### src/lpd_pkg.sv
// shared types and constants for the length prefix deframer
package lpd_pkg;

  localparam int unsigned HEADER_BYTES    = 4;
  localparam int unsigned BYTE_W          = 8;
  localparam int unsigned LEN_W           = HEADER_BYTES * BYTE_W;
  localparam int unsigned HCNT_W          = $clog2(HEADER_BYTES);
  localparam int unsigned MAX_PAYLOAD_W   = 21;
  localparam logic [MAX_PAYLOAD_W-1:0] MAX_PAYLOAD_RESET = MAX_PAYLOAD_W'(1020);

  localparam int unsigned APB_ADDR_W      = 3;
  localparam int unsigned APB_DATA_W      = 32;
  localparam logic [0:0]  REG_MAX_PAYLOAD = 1'b0;

  // one result item as produced by the deframing logic
  typedef struct packed {
    logic              valid;
    logic [BYTE_W-1:0] payload_byte;
    logic              last;
    logic              empty_res;
  } lpd_res_t;

endpackage

### src/lpd_core.sv
// framing state and per-byte deframing logic
module lpd_core import lpd_pkg::*; (
  input  logic                     clk,
  input  logic                     rst,
  input  logic                     fire,
  input  logic [BYTE_W-1:0]        rx_byte,
  input  logic [MAX_PAYLOAD_W-1:0] max_payload,
  output lpd_res_t                 res
);

  logic [LEN_W-1:0]  header_shift, header_shift_next;
  logic [HCNT_W-1:0] header_count, header_count_next;
  logic [LEN_W-1:0]  bytes_left, bytes_left_next;
  logic              dropping, dropping_next;
  logic              in_payload, in_payload_next;

  logic              left_zero;
  logic              left_one;
  logic [LEN_W-1:0]  len;

  assign left_zero = (bytes_left == '0);
  assign left_one  = (bytes_left == LEN_W'(1));
  assign len       = {header_shift[LEN_W-BYTE_W-1:0], rx_byte};

  always_comb begin
    header_shift_next = header_shift;
    header_count_next = header_count;
    bytes_left_next   = bytes_left;
    dropping_next     = 1'b0;
    in_payload_next   = 1'b0;
    res               = '0;
    if (dropping && !left_zero) begin
      bytes_left_next = bytes_left - LEN_W'(1);
      dropping_next   = !left_one;
    end else if (in_payload && !left_zero) begin
      bytes_left_next  = bytes_left - LEN_W'(1);
      in_payload_next  = !left_one;
      res.valid        = 1'b1;
      res.payload_byte = rx_byte;
      res.last         = left_one;
    end else if (header_count == HCNT_W'(HEADER_BYTES - 1)) begin
      // header complete
      header_shift_next = '0;
      header_count_next = '0;
      if (len == '0) begin
        res.valid     = 1'b1;
        res.last      = 1'b1;
        res.empty_res = 1'b1;
      end else begin
        bytes_left_next = len;
        if (len > LEN_W'(max_payload)) begin
          dropping_next = 1'b1;
        end else begin
          in_payload_next = 1'b1;
        end
      end
    end else begin
      header_shift_next = len;
      header_count_next = header_count + HCNT_W'(1);
    end
  end

  always_ff @(posedge clk) begin
    if (rst) begin
      header_shift <= '0;
      header_count <= '0;
      bytes_left   <= '0;
      dropping     <= 1'b0;
      in_payload   <= 1'b0;
    end else if (fire) begin
      header_shift <= header_shift_next;
      header_count <= header_count_next;
      bytes_left   <= bytes_left_next;
      dropping     <= dropping_next;
      in_payload   <= in_payload_next;
    end
  end

`ifndef SYNTHESIS
  a_modes_exclusive: assert property (@(posedge clk) disable iff (rst)
    !(dropping && in_payload))
    else $error("drop and payload modes both set");

  a_header_only_framing: assert property (@(posedge clk) disable iff (rst)
    (header_count != '0) |-> (!dropping && !in_payload))
    else $error("header bytes gathered outside framing mode");
`endif

endmodule

### src/length_prefix_deframer.sv
// length prefix deframer top level: stream ports, input and result registers, config
// a held byte moves on to the result register and m_* once that register is free
// throughput: one byte per cycle unless m_tready stalls; the counter decrement and
//   length compare sit between the input register and the result register
// reset: synchronous, active high; clears framing state, both valid flags and sets
//   max_payload to 1020
module length_prefix_deframer import lpd_pkg::*; (
  input  logic                  clk,
  input  logic                  rst,
  // input stream
  input  logic                  s_tvalid,
  output logic                  s_tready,
  input  logic [BYTE_W-1:0]     s_tdata,   // [7:0] rx_byte
  // output stream
  output logic                  m_tvalid,
  input  logic                  m_tready,
  output logic [BYTE_W-1:0]     m_tdata,   // [7:0] payload_byte
  output logic                  m_tlast,
  output logic                  m_tuser,   // [0] empty_res
  // config port
  input  logic                  psel,
  input  logic                  penable,
  input  logic                  pwrite,
  input  logic [APB_ADDR_W-1:0] paddr,
  input  logic [APB_DATA_W-1:0] pwdata,
  output logic [APB_DATA_W-1:0] prdata,
  output logic                  pready
);

  logic [MAX_PAYLOAD_W-1:0] max_payload;
  logic                     in_vld;
  logic [BYTE_W-1:0]        in_byte;
  logic                     fire;
  lpd_res_t                 res;

  // config register, index taken from the word address
  assign pready = 1'b1;
  assign prdata = (paddr[2] == REG_MAX_PAYLOAD) ? APB_DATA_W'(max_payload) : '0;

  always_ff @(posedge clk) begin
    if (rst) begin
      max_payload <= MAX_PAYLOAD_RESET;
    end else if (psel && penable && pwrite && pready && (paddr[2] == REG_MAX_PAYLOAD)) begin
      max_payload <= pwdata[MAX_PAYLOAD_W-1:0];
    end
  end

  // the held byte moves on whenever the result register is free or being drained
  assign fire     = in_vld && (!m_tvalid || m_tready);
  assign s_tready = !in_vld || fire;

  // input register
  always_ff @(posedge clk) begin
    if (rst) begin
      in_vld <= 1'b0;
    end else if (s_tready) begin
      in_vld <= s_tvalid;
    end
  end

  always_ff @(posedge clk) begin
    if (s_tvalid && s_tready) begin
      in_byte <= s_tdata;
    end
  end

  lpd_core u_core (
    .clk         (clk),
    .rst         (rst),
    .fire        (fire),
    .rx_byte     (in_byte),
    .max_payload (max_payload),
    .res         (res)
  );

  // result register; header and dropped bytes leave it untouched
  always_ff @(posedge clk) begin
    if (rst) begin
      m_tvalid <= 1'b0;
    end else if (fire) begin
      m_tvalid <= res.valid;
    end else if (m_tready) begin
      m_tvalid <= 1'b0;
    end
  end

  always_ff @(posedge clk) begin
    if (fire && res.valid) begin
      m_tdata <= res.payload_byte;
      m_tlast <= res.last;
      m_tuser <= res.empty_res;
    end
  end

`ifndef SYNTHESIS
  a_empty_is_last: assert property (@(posedge clk) disable iff (rst)
    (m_tvalid && m_tuser) |-> m_tlast)
    else $error("empty item without last");

  a_empty_no_data: assert property (@(posedge clk) disable iff (rst)
    (m_tvalid && m_tuser) |-> (m_tdata == '0))
    else $error("empty item carries data");

  a_ready_after_reset: assert property (@(posedge clk)
    rst |=> s_tready)
    else $error("input not ready after reset");

  a_no_overwrite: assert property (@(posedge clk) disable iff (rst)
    (m_tvalid && !m_tready) |=> (m_tvalid && $stable(m_tdata) && $stable(m_tlast)))
    else $error("pending result item overwritten");
`endif

endmodule

### config.mk
export PLATFORM = sky130hd
export DESIGN_NAME = length_prefix_deframer
export DESIGN_NICKNAME = d
export VERILOG_FILES = /design/src/lpd_pkg.sv /design/src/lpd_core.sv /design/src/length_prefix_deframer.sv
export SDC_FILE = /design/constraint.sdc
export NUM_CORES = 1
export LEC_CHECK = 0
export ABC_AREA = 1
export BUFFER_PORTS_ARGS = -buffer_cell sky130_fd_sc_hd__clkbuf_2
export CAP_MARGIN = 0
export CORE_MARGIN = 2
export CORE_UTILIZATION = 40
export DETAILED_ROUTE_END_ITERATION = 10
export PLACE_DENSITY = 0.7
export SYNTH_ARGS = -nofsm -noshare
export SYNTH_HDL_FRONTEND = slang
export SYNTH_SLANG_ARGS = --single-unit
### constraint.sdc
create_clock -name clk -period 4.2 [get_ports clk]
set_clock_uncertainty 0.2 [all_clocks]
set_input_delay 0.63 -clock clk [delete_from_list [all_inputs] [get_ports clk]]
set_output_delay 0.63 -clock clk [all_outputs]
set_load 0.05 [all_outputs]
### Word-level counts from Yosys, hierarchy flattened

Index checks and enable logic that the tools add are counted.

| cells by class | value |
|---|---|
| add/sub/neg operators | 2 |
| magnitude comparators | 1 |
| eq/ne operators | 3 |
| multiplexer cells | 28 |
| bitwise gates (word level) | 4 |
| reduce and logical (&&, ||, !) cells | 22 |

Operator list:

| cell | count |
|---|---|
| $mux 32 | 4 |
| $logic_not 32->1 | 2 |
| $eq 32x1->1 const B | 1 |
| $gt 32x21->1 | 1 |
| $sub 32x1->32 const B | 1 |
| $mux 24 | 1 |
| $mux 21 | 1 |
| $mux 1 | 17 |
| $mux 11 | 1 |
| $logic_and 1x1->1 | 8 |
| $mux 8 | 1 |
| $mux 2 | 3 |
| $reduce_and 3->1 | 2 |
| $logic_not 1->1 | 4 |
| $not 1->1 | 4 |
| $ne 3x1->1 const B | 1 |
| $reduce_bool 3->1 | 1 |
| $reduce_or 3->1 | 1 |
| $add 2x1->2 const B | 1 |
| $eq 2x2->1 const B | 1 |
| $logic_or 1x1->1 | 2 |
| $reduce_bool 2->1 | 1 |
| $reduce_or 2->1 | 1 |

| word-level totals | value |
|---|---|
| bits in registers | 101 |
| bits of input ports | 50 |
| output and inout bits | 45 |
| word-level logic and storage cells | 72 |

### Longest topological paths before layout

Gate-level depths: netlist of the first run.

| depth | value |
|---|---|
| word-level depth | 6 |
| mapped depth | 18 |
| gate-level depth less buffers | 18 |

### By module

Synthesis of the first run repeated with hierarchy kept, for this count alone.

| second synthesis, totals | value |
|---|---|
| cells, all modules | 900 |
| area, all modules | 6,053.3 um^2 |

By module, submodules not included:

| module | times used | cells each | area an instance (um^2) | seq. area each (um^2) |
|---|---|---|---|---|
| lpd_core | 1 | 683 | 4,295.4 | 1,201.2 |
| length_prefix_deframer | 1 | 217 | 1,757.9 | 1,001.0 |

### Least setup slack after synthesis of the first run

OpenSTA, ideal clock, no wires.

| timing | value |
|---|---|
| path kind | input-to-output |
| from | in paddr[2] |
| to | out prdata[0] |
| arrival time | 1,490 ps |
| required time | 3,370 ps |
| path slack | 1,880 ps |
| cell stages on the path | 2 |
| path buffers | 1 |
| cell sequence | clkbuf_1 > nor2_1 |

| between the ends | value |
|---|---|
| word-level cells in the longest chain between the ends | 1 |

Ends and longest elaborated chain:

| item | line | RTL |
|---|---|---|
| from (decl) | length_prefix_deframer.sv:24 | `input logic [APB_ADDR_W-1:0] paddr,` |
| $mux 21 | length_prefix_deframer.sv:38 | `assign prdata = (paddr[2] == REG_MAX_PAYLOAD) ? APB_DATA_W'(max_payload) : '0;` |
| to (decl) | length_prefix_deframer.sv:26 | `output logic [APB_DATA_W-1:0] prdata,` |

No other way between the ends.

### Worst setup path after layout of the first run

| timing | value |
|---|---|
| from | reg u_core.bytes_left[26] |
| to | reg u_core.bytes_left[11] |

| between the ends | value |
|---|---|
| word-level cells in the longest chain between the ends | 5 |
| elaborated cells on any way between the ends | 9 |
| those cells by class | eq/ne: 1; mux: 2; reduce/logical: 6 |

Ends and longest elaborated chain:

| item | line | RTL |
|---|---|---|
| from (decl) | lpd_core.sv:13 | `logic [LEN_W-1:0] bytes_left, bytes_left_next;` |
| from (signal assigned) | lpd_core.sv:73 | `bytes_left <= bytes_left_next;` |
| $logic_not 32->1 * | lpd_core.sv:21 | `assign left_zero = (bytes_left == '0);` |
| $logic_not 1->1 * | lpd_core.sv:32, lpd_core.sv:35 |  |
| $logic_and 1x1->1 (on tied branches) | lpd_core.sv:35, lpd_core.sv:32 |  |
| $ne 3x1->1 (no line) (tied with other cells) | - |  |
| $reduce_and 3->1 (no line) or $mux 32 (tied branches) | - |  |

Every way passes the cells marked *; elsewhere a longest branch is shown, timed or not.
A chain may end at the register's enable or synchronous reset.

==> flow_metrics.env, run 1 <==
export IMPL_ys_top_cells_by_count="nand2_1, nor2_1, inv_1, dfxtp_1, a21oi_1"
export IMPL_pwr_share_comb_pct=14.0
export IMPL_wire_per_inst_um=12.8
export IMPL_dp_final_hpwl_um=9590
export IMPL_r2r_start="u_core.bytes_left[26]$_SDFFE_PP0P_"
export IMPL_outcome="finished, final reports clean"
export IMPL_clkPwrFrac_pct=38.1
export IMPL_crit_arrival_ns=2.86
export IMPL_cts_sinks=101
export IMPL_synth_ff_type="dfxtp_1"
export IMPL_pwr_density_cell_nw_per_um2=338
export IMPL_fin_nets=939
export IMPL_holdPathStages=1
export IMPL_synth_cell_types=38
export IMPL_die_h_um=124
export IMPL_grt_pass1_wl_um=22300
export IMPL_min_from="s_tdata[6]"
export IMPL_p_leak_nw=2.99
export IMPL_setup_slack_ns=1.42
export IMPL_dr_pass1_iters=5
export IMPL_dp_slack_ns=1.46
export IMPL_yosys_area_top_type="dfxtp_1"
export IMPL_fin_crit_ns=2.78
export IMPL_worstPathMaxFanout=47
export IMPL_diodes=0
export IMPL_post_synth_top_area_fraction_pct=29.1
export IMPL_fin_crit_sh_pct=66.3
export IMPL_grt_max_degree=52
export IMPL_seq_area_frac_synth_pct=38.5
export IMPL_utilization_pct=45.7
export IMPL_postRouteWirelength_um=13400
export IMPL_switching_share_pct=28.5
export IMPL_avgSynthCellArea_um2=6.99
export IMPL_htree_levels=3
export IMPL_fin_tns_setup_ns=0
export IMPL_power_total_mw=2.15
export IMPL_synth_area_um2=5710
export IMPL_slowest_stage="buf_4"
export IMPL_yosysMostFrequentCell="nand2_1"
export IMPL_required_ns=4.28
export IMPL_fmax_mhz=359
export IMPL_remaining_drc_errors=0
export IMPL_p_sw_uw=613
export IMPL_core_um2=13900
export IMPL_place_congestion=0.849
export IMPL_grt_pass1_vias=4723
export IMPL_drive_above_1_share_pct=13.0
export IMPL_place_inst=1033
export IMPL_reg2reg_depth=13
export IMPL_port_buffers=69
export IMPL_area_growth_pct=11.5
export IMPL_pin_count=95
export IMPL_initial_core_util_pct=41.0
export IMPL_path_cells="inv_1, nand2_1, nor3_1, nand3_2, nor2_2, inv_2, o21ai_4, buf_4, nand2_2, nand2_2, buf_4, o21ai_0, a21oi_1"
export IMPL_ir_drop_v=0.000172
export IMPL_async_flop_share_pct=0
export IMPL_slew_headroom_pct=30.6
export IMPL_synth_seq_cells=101
export IMPL_cap_viol_max_count=0
export IMPL_postCtsSetupBuffers=0
export IMPL_synth_area_top_cells="dfxtp_1, nand2_1, edfxtp_1"
export IMPL_clock_latency_ns=0.35
export IMPL_hold_path_class="in -> reg"
export IMPL_via_count=5101
export IMPL_instances_no_fill=1049
export IMPL_clockBufferDepth=2
export IMPL_post_dp_cell_area_um2=6080
export IMPL_final_max_slew_violation_count=0
export IMPL_finalInstanceArea_um2=6370
export IMPL_ant_nets=0
export IMPL_root_buffer="clkbuf_16"
export IMPL_cp_end_kind="flip-flop"
export IMPL_fillers=1419
export IMPL_hold_buffers=0
export IMPL_die_area_um2=15300
export IMPL_grt_total_usage_pct=18.4
export IMPL_clk_pin_slew_ns=0.07
export IMPL_internal_power_mw=1.54
export IMPL_critical_path_startpoint="u_core.bytes_left[26]$_SDFFE_PP0P_"
export IMPL_initialDrtViolationCount=252
export IMPL_vias_per_cell=4.86
export IMPL_die_x_um=124
export IMPL_cts_tree="built"
export IMPL_cts_buffers=9
export IMPL_start_kind="flip-flop"
export IMPL_synthCells=817
export IMPL_yosysWarnings=0
export IMPL_path_class="reg -> reg"
export IMPL_p_seq_share_pct=48.0
export IMPL_grt_overflow=0
export IMPL_antenna_found_initial=0
export IMPL_rrSetupSlack_ns=1.42
export IMPL_worst_pin_slew_ns=1.04
export IMPL_hold_violations=0
export IMPL_finalSetupViolCount=0
export IMPL_ctsResizeCount=0
export IMPL_synth_edf_count=18
export IMPL_hold_ws_ns=0.256
export IMPL_rsz0062_at_grt="false"
export IMPL_rows=43
export IMPL_critPathMaxStageDelay_ns=0.41
==> power by group through the flow <==
stage	Sequential, mW	Clock, mW	Combinational (mW)
floorplan	1.04	0	0.245
global placement	1.05	0	0.298
detailed placement	1.05	0	0.300
CTS	1.03	0.827	0.302
global route	1.03	0.865	0.340
finish	1.03	0.819	0.301
==> layer usage <==
metal | routed length, um | global-route usage, % | up-vias | part of all wire [%]
met5 | 0 | 0 | - | 0
li1 | - | - | 2715 | -
met4 | 202 | 6.04 | 0 | 1.5
met2 | 6110 | 30.2 | 119 | 46
met1 | 6510 | 24.9 | 2252 | 49
met3 | 594 | 2.63 | 15 | 4.4
==> flip-flops by register name, summed over array words and instances, names as in the netlist <==
name                 count
in_byte                  8
in_vld                   1
m_tdata                  8
m_tlast                  1
m_tuser                  1
m_tvalid                 1
max_payload             21
u_core.bytes_left       32
u_core.dropping          1
u_core.header_count      2
u_core.header_shift     24
u_core.in_payload        1
==> logic make-up after synthesis <==
| family | count (synthesis) | share of synthesized area, % |
|---|---|---|
| XOR/XNOR | 16 | 2.45 |
| AND/OR/NAND/NOR | 392 | 29.4 |
| AO/OA/AOI/OAI | 142 | 13.2 |
| adder cells (fa/ha/maj) | 25 | 5.48 |
| buffers and inverters | 139 | 10.8 |
| flip-flops | 101 | 38.5 |
| other | 2 | 0.131 |
==> critical path: cells and delay by family (launching register included) <==
family	cells	cell delay, ns
and+or+nand+nor	6	0.95
buffers and inverters	4	0.90
AOI/OAI and AO/OA	3	0.32
DFF	1	0.31
==> path summary, 6_finish.rpt <==
| kind | to |
|---|---|
| setup / recovery | u_core.bytes_left[11]$_SDFFE_PP0P_ |
| hold / removal | in_byte[6]$_DFFE_PP_ |
| setup reg to reg | u_core.bytes_left[11]$_SDFFE_PP0P_ |
| hold reg to reg | u_core.header_shift[19]$_SDFFE_PP0P_ |
==> cells in the final DEF (no fill, tap or decap), drive strengths merged <==
master / n
xor2: 14
clkbuf: 79
edfxtp: 18
nand4: 13
a21oi: 77
a31oi: 2
ha: 25
dfxtp: 83
conb: 12
nand3b: 1
nor4: 1
buf: 3
or2: 7
xnor2: 2
and3: 2
nand3: 57
or3: 1
nor3: 12
clkinv: 5
a21o: 1
nand2: 183
o211ai: 9
nor2: 114
o21ai: 52
o211a: 1
nor3b: 1
inv: 94
==> layout make-up <==
class / instances / area [um^2] / share of cell area, %
clock buffer: 10 / 250 / 3.93
clock inverter: 6 / 43.8 / 0.687
inverter: 93 / 349 / 5.48
multi-input combinational: 587 / 2930 / 46.0
sequential: 101 / 2200 / 34.6
tap: 180 / 225 / 3.53
timing repair buffer: 72 / 368 / 5.77
(Power assumes the default switching activity.)
==> run 2: changes to the inputs <==
Settings changed: ABC_AREA 1 to 0, PLACE_DENSITY 0.7 to 0.72.
Clock period 4.2 ns to 2.4 ns, I/O delays scaled along.
==> run 2 against run 1 <==
Effect of this change: the run now ends with negative setup slack left; sequential share of layout area shrank 7.3 points; cell area is 27% higher; flip-flop and latch count unchanged; via count increased by 19%; critical path type unchanged; die area is 2.2% lower; worst setup slack worse by 1.8 ns; sequential power is 73% higher; cell count increased by 1.4%; highest routed layer unchanged; register-to-register slack lost 1.8 ns; count of clock-buffer cells in the layout stayed put; non-clock buffer count is 166 higher; critical endpoint is now u_core.bytes_left[23]$_SDFFE_PP0P_.
==> flow_metrics.env, run 2 <==
export IMPL_final_max_slew_violation_count=0
export IMPL_postRouteWirelength_um=18700
export IMPL_dr_pass1_iters=6
export IMPL_remaining_drc_errors=0
export IMPL_async_flop_share_pct=0
export IMPL_cp_buffers_inverters=4
export IMPL_diodes=0
export IMPL_wire_per_inst_um=17.6
export IMPL_synthCells=674
export IMPL_met1_usage_pct=30.5
export IMPL_synth_area_top_cells="dfxtp_1, edfxtp_1, a21oi_1"
export IMPL_antenna_found_initial=0
export IMPL_critPathMaxStageDelay_ns=0.56
export IMPL_synth_cell_types=63
export IMPL_grt_pass1_vias=5593
export IMPL_dp_slack_ns=-0.336
export IMPL_grt_pass1_wl_um=27600
export IMPL_r2r_start="u_core.bytes_left[27]$_SDFFE_PP0P_"
export IMPL_pwr_density_cell_nw_per_um2=484
export IMPL_mostFrequentLayoutCells="buf_4, nand2_1, dfxtp_1"
export IMPL_clockBufferDepth=2
export IMPL_fin_nets=954
export IMPL_critPathTopFamily="simple AND/OR/NAND/NOR gates"
export IMPL_finalSetupViolCount=80
export IMPL_area_growth_pct=45.1
export IMPL_dp_final_hpwl_um=12000
export IMPL_crit_top_cell="buf_6"
export IMPL_initialDrtViolationCount=542
export IMPL_seq_area_frac_synth_pct=39.4
export IMPL_met3_usage_pct=4.35
export IMPL_ir_drop_v=0.000367
export IMPL_grt_met2_usage_pct=38.4
export IMPL_reg2reg_depth=10
export IMPL_slew_headroom_pct=53.4
export IMPL_holdPathStages=3
export IMPL_via_count=6073
export IMPL_p_leak_nw=3.39
export IMPL_start_kind="flip-flop"
export IMPL_top_register="u_core.bytes_left"
export IMPL_synth_compound_area_share_pct=20.6
export IMPL_power_total_mw=3.92
export IMPL_post_synth_top_area_fraction_pct=29.8
export IMPL_core_um2=13800
export IMPL_synth_ff_type="dfxtp_1"
export IMPL_grt_total_usage_pct=23.6
export IMPL_initial_core_util_pct=40.5
export IMPL_path_cells="or4_1, nor4_2, nand4_2, buf_6, buf_6, a21oi_4, buf_6, buf_8, a21oi_2, o32ai_2"
export IMPL_final_common_cell="buf_4"
export IMPL_clock_latency_ns=0.36
export IMPL_hold_path_class="in -> reg"
export IMPL_die_x_um=122
export IMPL_worst_pin_slew_ns=0.693
export IMPL_min_from="pwdata[7]"
export IMPL_fin_crit_sh_pct=114
export IMPL_fin_crit_ns=2.75
export IMPL_hold_violations=0
export IMPL_synth_top_family_by_area="simple AND/OR/NAND/NOR gates"
export IMPL_synth_area_mux_share_pct=0.538
export IMPL_cts_tree="built"
export IMPL_cts_buffers=9
export IMPL_timing_rr_end="u_core.bytes_left[23]$_SDFFE_PP0P_"
export IMPL_yosysMostFrequentCell="nand2_1"
export IMPL_top_regs="u_core.bytes_left x32, u_core.header_shift x24, max_payload x21"
export IMPL_synth_simple_area_share_pct=25.9
export IMPL_utilization_pct=58.8
export IMPL_top_usage_layer="met2"
export IMPL_cap_viol_max_count=0
export IMPL_slowest_stage="or4_1"
export IMPL_synth_area_um2=5580
export IMPL_avgSynthCellArea_um2=8.29
export IMPL_die_h_um=122
export IMPL_yosys_area_top_type="dfxtp_1"
export IMPL_clk_pin_slew_ns=0.08
export IMPL_violations="negative setup slack"
export IMPL_grt_overflow=0
export IMPL_required_ns=2.47
export IMPL_root_buffer="clkbuf_16"
export IMPL_synth_xor_area_share_pct=0
export IMPL_ant_nets=0
export IMPL_place_congestion=0.919
export IMPL_htree_levels=3
export IMPL_ys_top_cells_by_count="nand2_1, dfxtp_1, a21oi_1, nor2_1, inv_1"
export IMPL_synth_seq_cells=101
export IMPL_worstPathMaxFanout=8
export IMPL_port_buffers=69
export IMPL_rows=43
export IMPL_largest_reg_flops=32
export IMPL_synthAdderAreaFrac_pct=5.60
export IMPL_drive_above_1_share_pct=37.1
export IMPL_synth_edf_count=18
export IMPL_yosysWarnings=0
export IMPL_path_class="reg -> reg"
export IMPL_cp_end_kind="flip-flop"
export IMPL_fmax_mhz=364
export IMPL_rsz0062_at_grt="true"
export IMPL_setup_slack_ns=-0.347
export IMPL_grt_max_degree=76
export IMPL_pin_count=95
export IMPL_cts_sinks=101
export IMPL_fin_tns_setup_ns=-19.43
export IMPL_hold_end="max_payload[7]$_SDFFE_PP1P_"
export IMPL_outcome="finished with violations"
export IMPL_rrSetupSlack_ns=-0.35
export IMPL_vias_per_cell=5.71
export IMPL_crit_arrival_ns=2.82
export IMPL_die_area_um2=14900
[run 2: worst max-delay path by stage]
stage	end	slack, ns	start	depth (start not counted)
after global routing	u_core.bytes_left[23]$_SDFFE_PP0P_	-0.42	u_core.bytes_left[27]$_SDFFE_PP0P_	10
after detailed placement	u_core.bytes_left[20]$_SDFFE_PP0P_	-0.34	u_core.bytes_left[27]$_SDFFE_PP0P_	8
after global placement	u_core.bytes_left[20]$_SDFFE_PP0P_	-0.35	u_core.bytes_left[27]$_SDFFE_PP0P_	8
after floorplan	m_tdata[0]$_SDFFCE_PP0P_	-0.37	u_core.bytes_left[10]$_SDFFE_PP0P_	7
final	u_core.bytes_left[23]$_SDFFE_PP0P_	-0.35	u_core.bytes_left[27]$_SDFFE_PP0P_	10
after CTS	u_core.bytes_left[7]$_SDFFE_PP0P_	-0.30	u_core.bytes_left[7]$_SDFFE_PP0P_	8
[run 2: worst register-to-register path: stages, from the launching register on]
cell	delay, ns
dfxtp_1	0.31
or4_1	0.56
nor4_2	0.46
nand4_2	0.14
buf_6	0.18
buf_6	0.13
a21oi_4	0.19
buf_6	0.17
buf_8	0.15
a21oi_2	0.05
o32ai_2	0.11
[run 2: power breakdown]
part           internal, mW  switching, mW
Sequential             1.75         0.0284
Combinational         0.213          0.323
Clock                 0.889          0.717
[run 2: kinds of logic (layout without fill, tap and decap cells)]
| kind of cell | Yosys count | count (layout) |
|---|---|---|
| buffers and inverters | 90 | 289 |
| multiplexers | 3 | 3 |
| flip-flops | 101 | 101 |
| AND/OR/NAND/NOR | 282 | 283 |
| AO/OA/AOI/OAI | 171 | 171 |
| other | 2 | 12 |
| adder cells (fa/ha/maj) | 25 | 25 |
[run 2: through the flow]
stage	std cells	cell area [um^2]	hold WS (ns)
global route	1064	8100	0.0317
detailed placement	1020	7110	0.247
global placement	1020	7110	0.242
finish	1064	8100	0.0140
floorplan	684	5820	0.236
CTS	1055	7850	0.0104
[run 2: area by class of cell]
| type | instances | area, um^2 |
|---|---|---|
| Clock buffer | 10 | 250 |
| Multi-Input combinational cell | 494 | 3430 |
| Clock inverter | 6 | 75.1 |
| Sequential cell | 101 | 2200 |
| Tap cell | 180 | 225 |
| Timing Repair Buffer | 238 | 1790 |
| Fill cell | 1154 | 5670 |
| Inverter | 35 | 131 |
[run 2: routing by layer]
| layer | vias to the layer above | share of wire (%) |
|---|---|---|
| met5 | - | 0 |
| met4 | 0 | 4.2 |
| met1 | 2849 | 41 |
| li1 | 2842 | - |
| met3 | 67 | 7.8 |
| met2 | 315 | 47 |
[run 2: what timing repair did]
action | 4_1_cts | 5_1_grt
setup buffers | 10 | 4
gates cloned | 1 | 5
endpoints found under the hold margin | 8 | 0
pin swaps | 26 | 13
setup endpoints to repair | 79 | 81
resized for setup | 58 | 25
hold buffers | 8 | 0
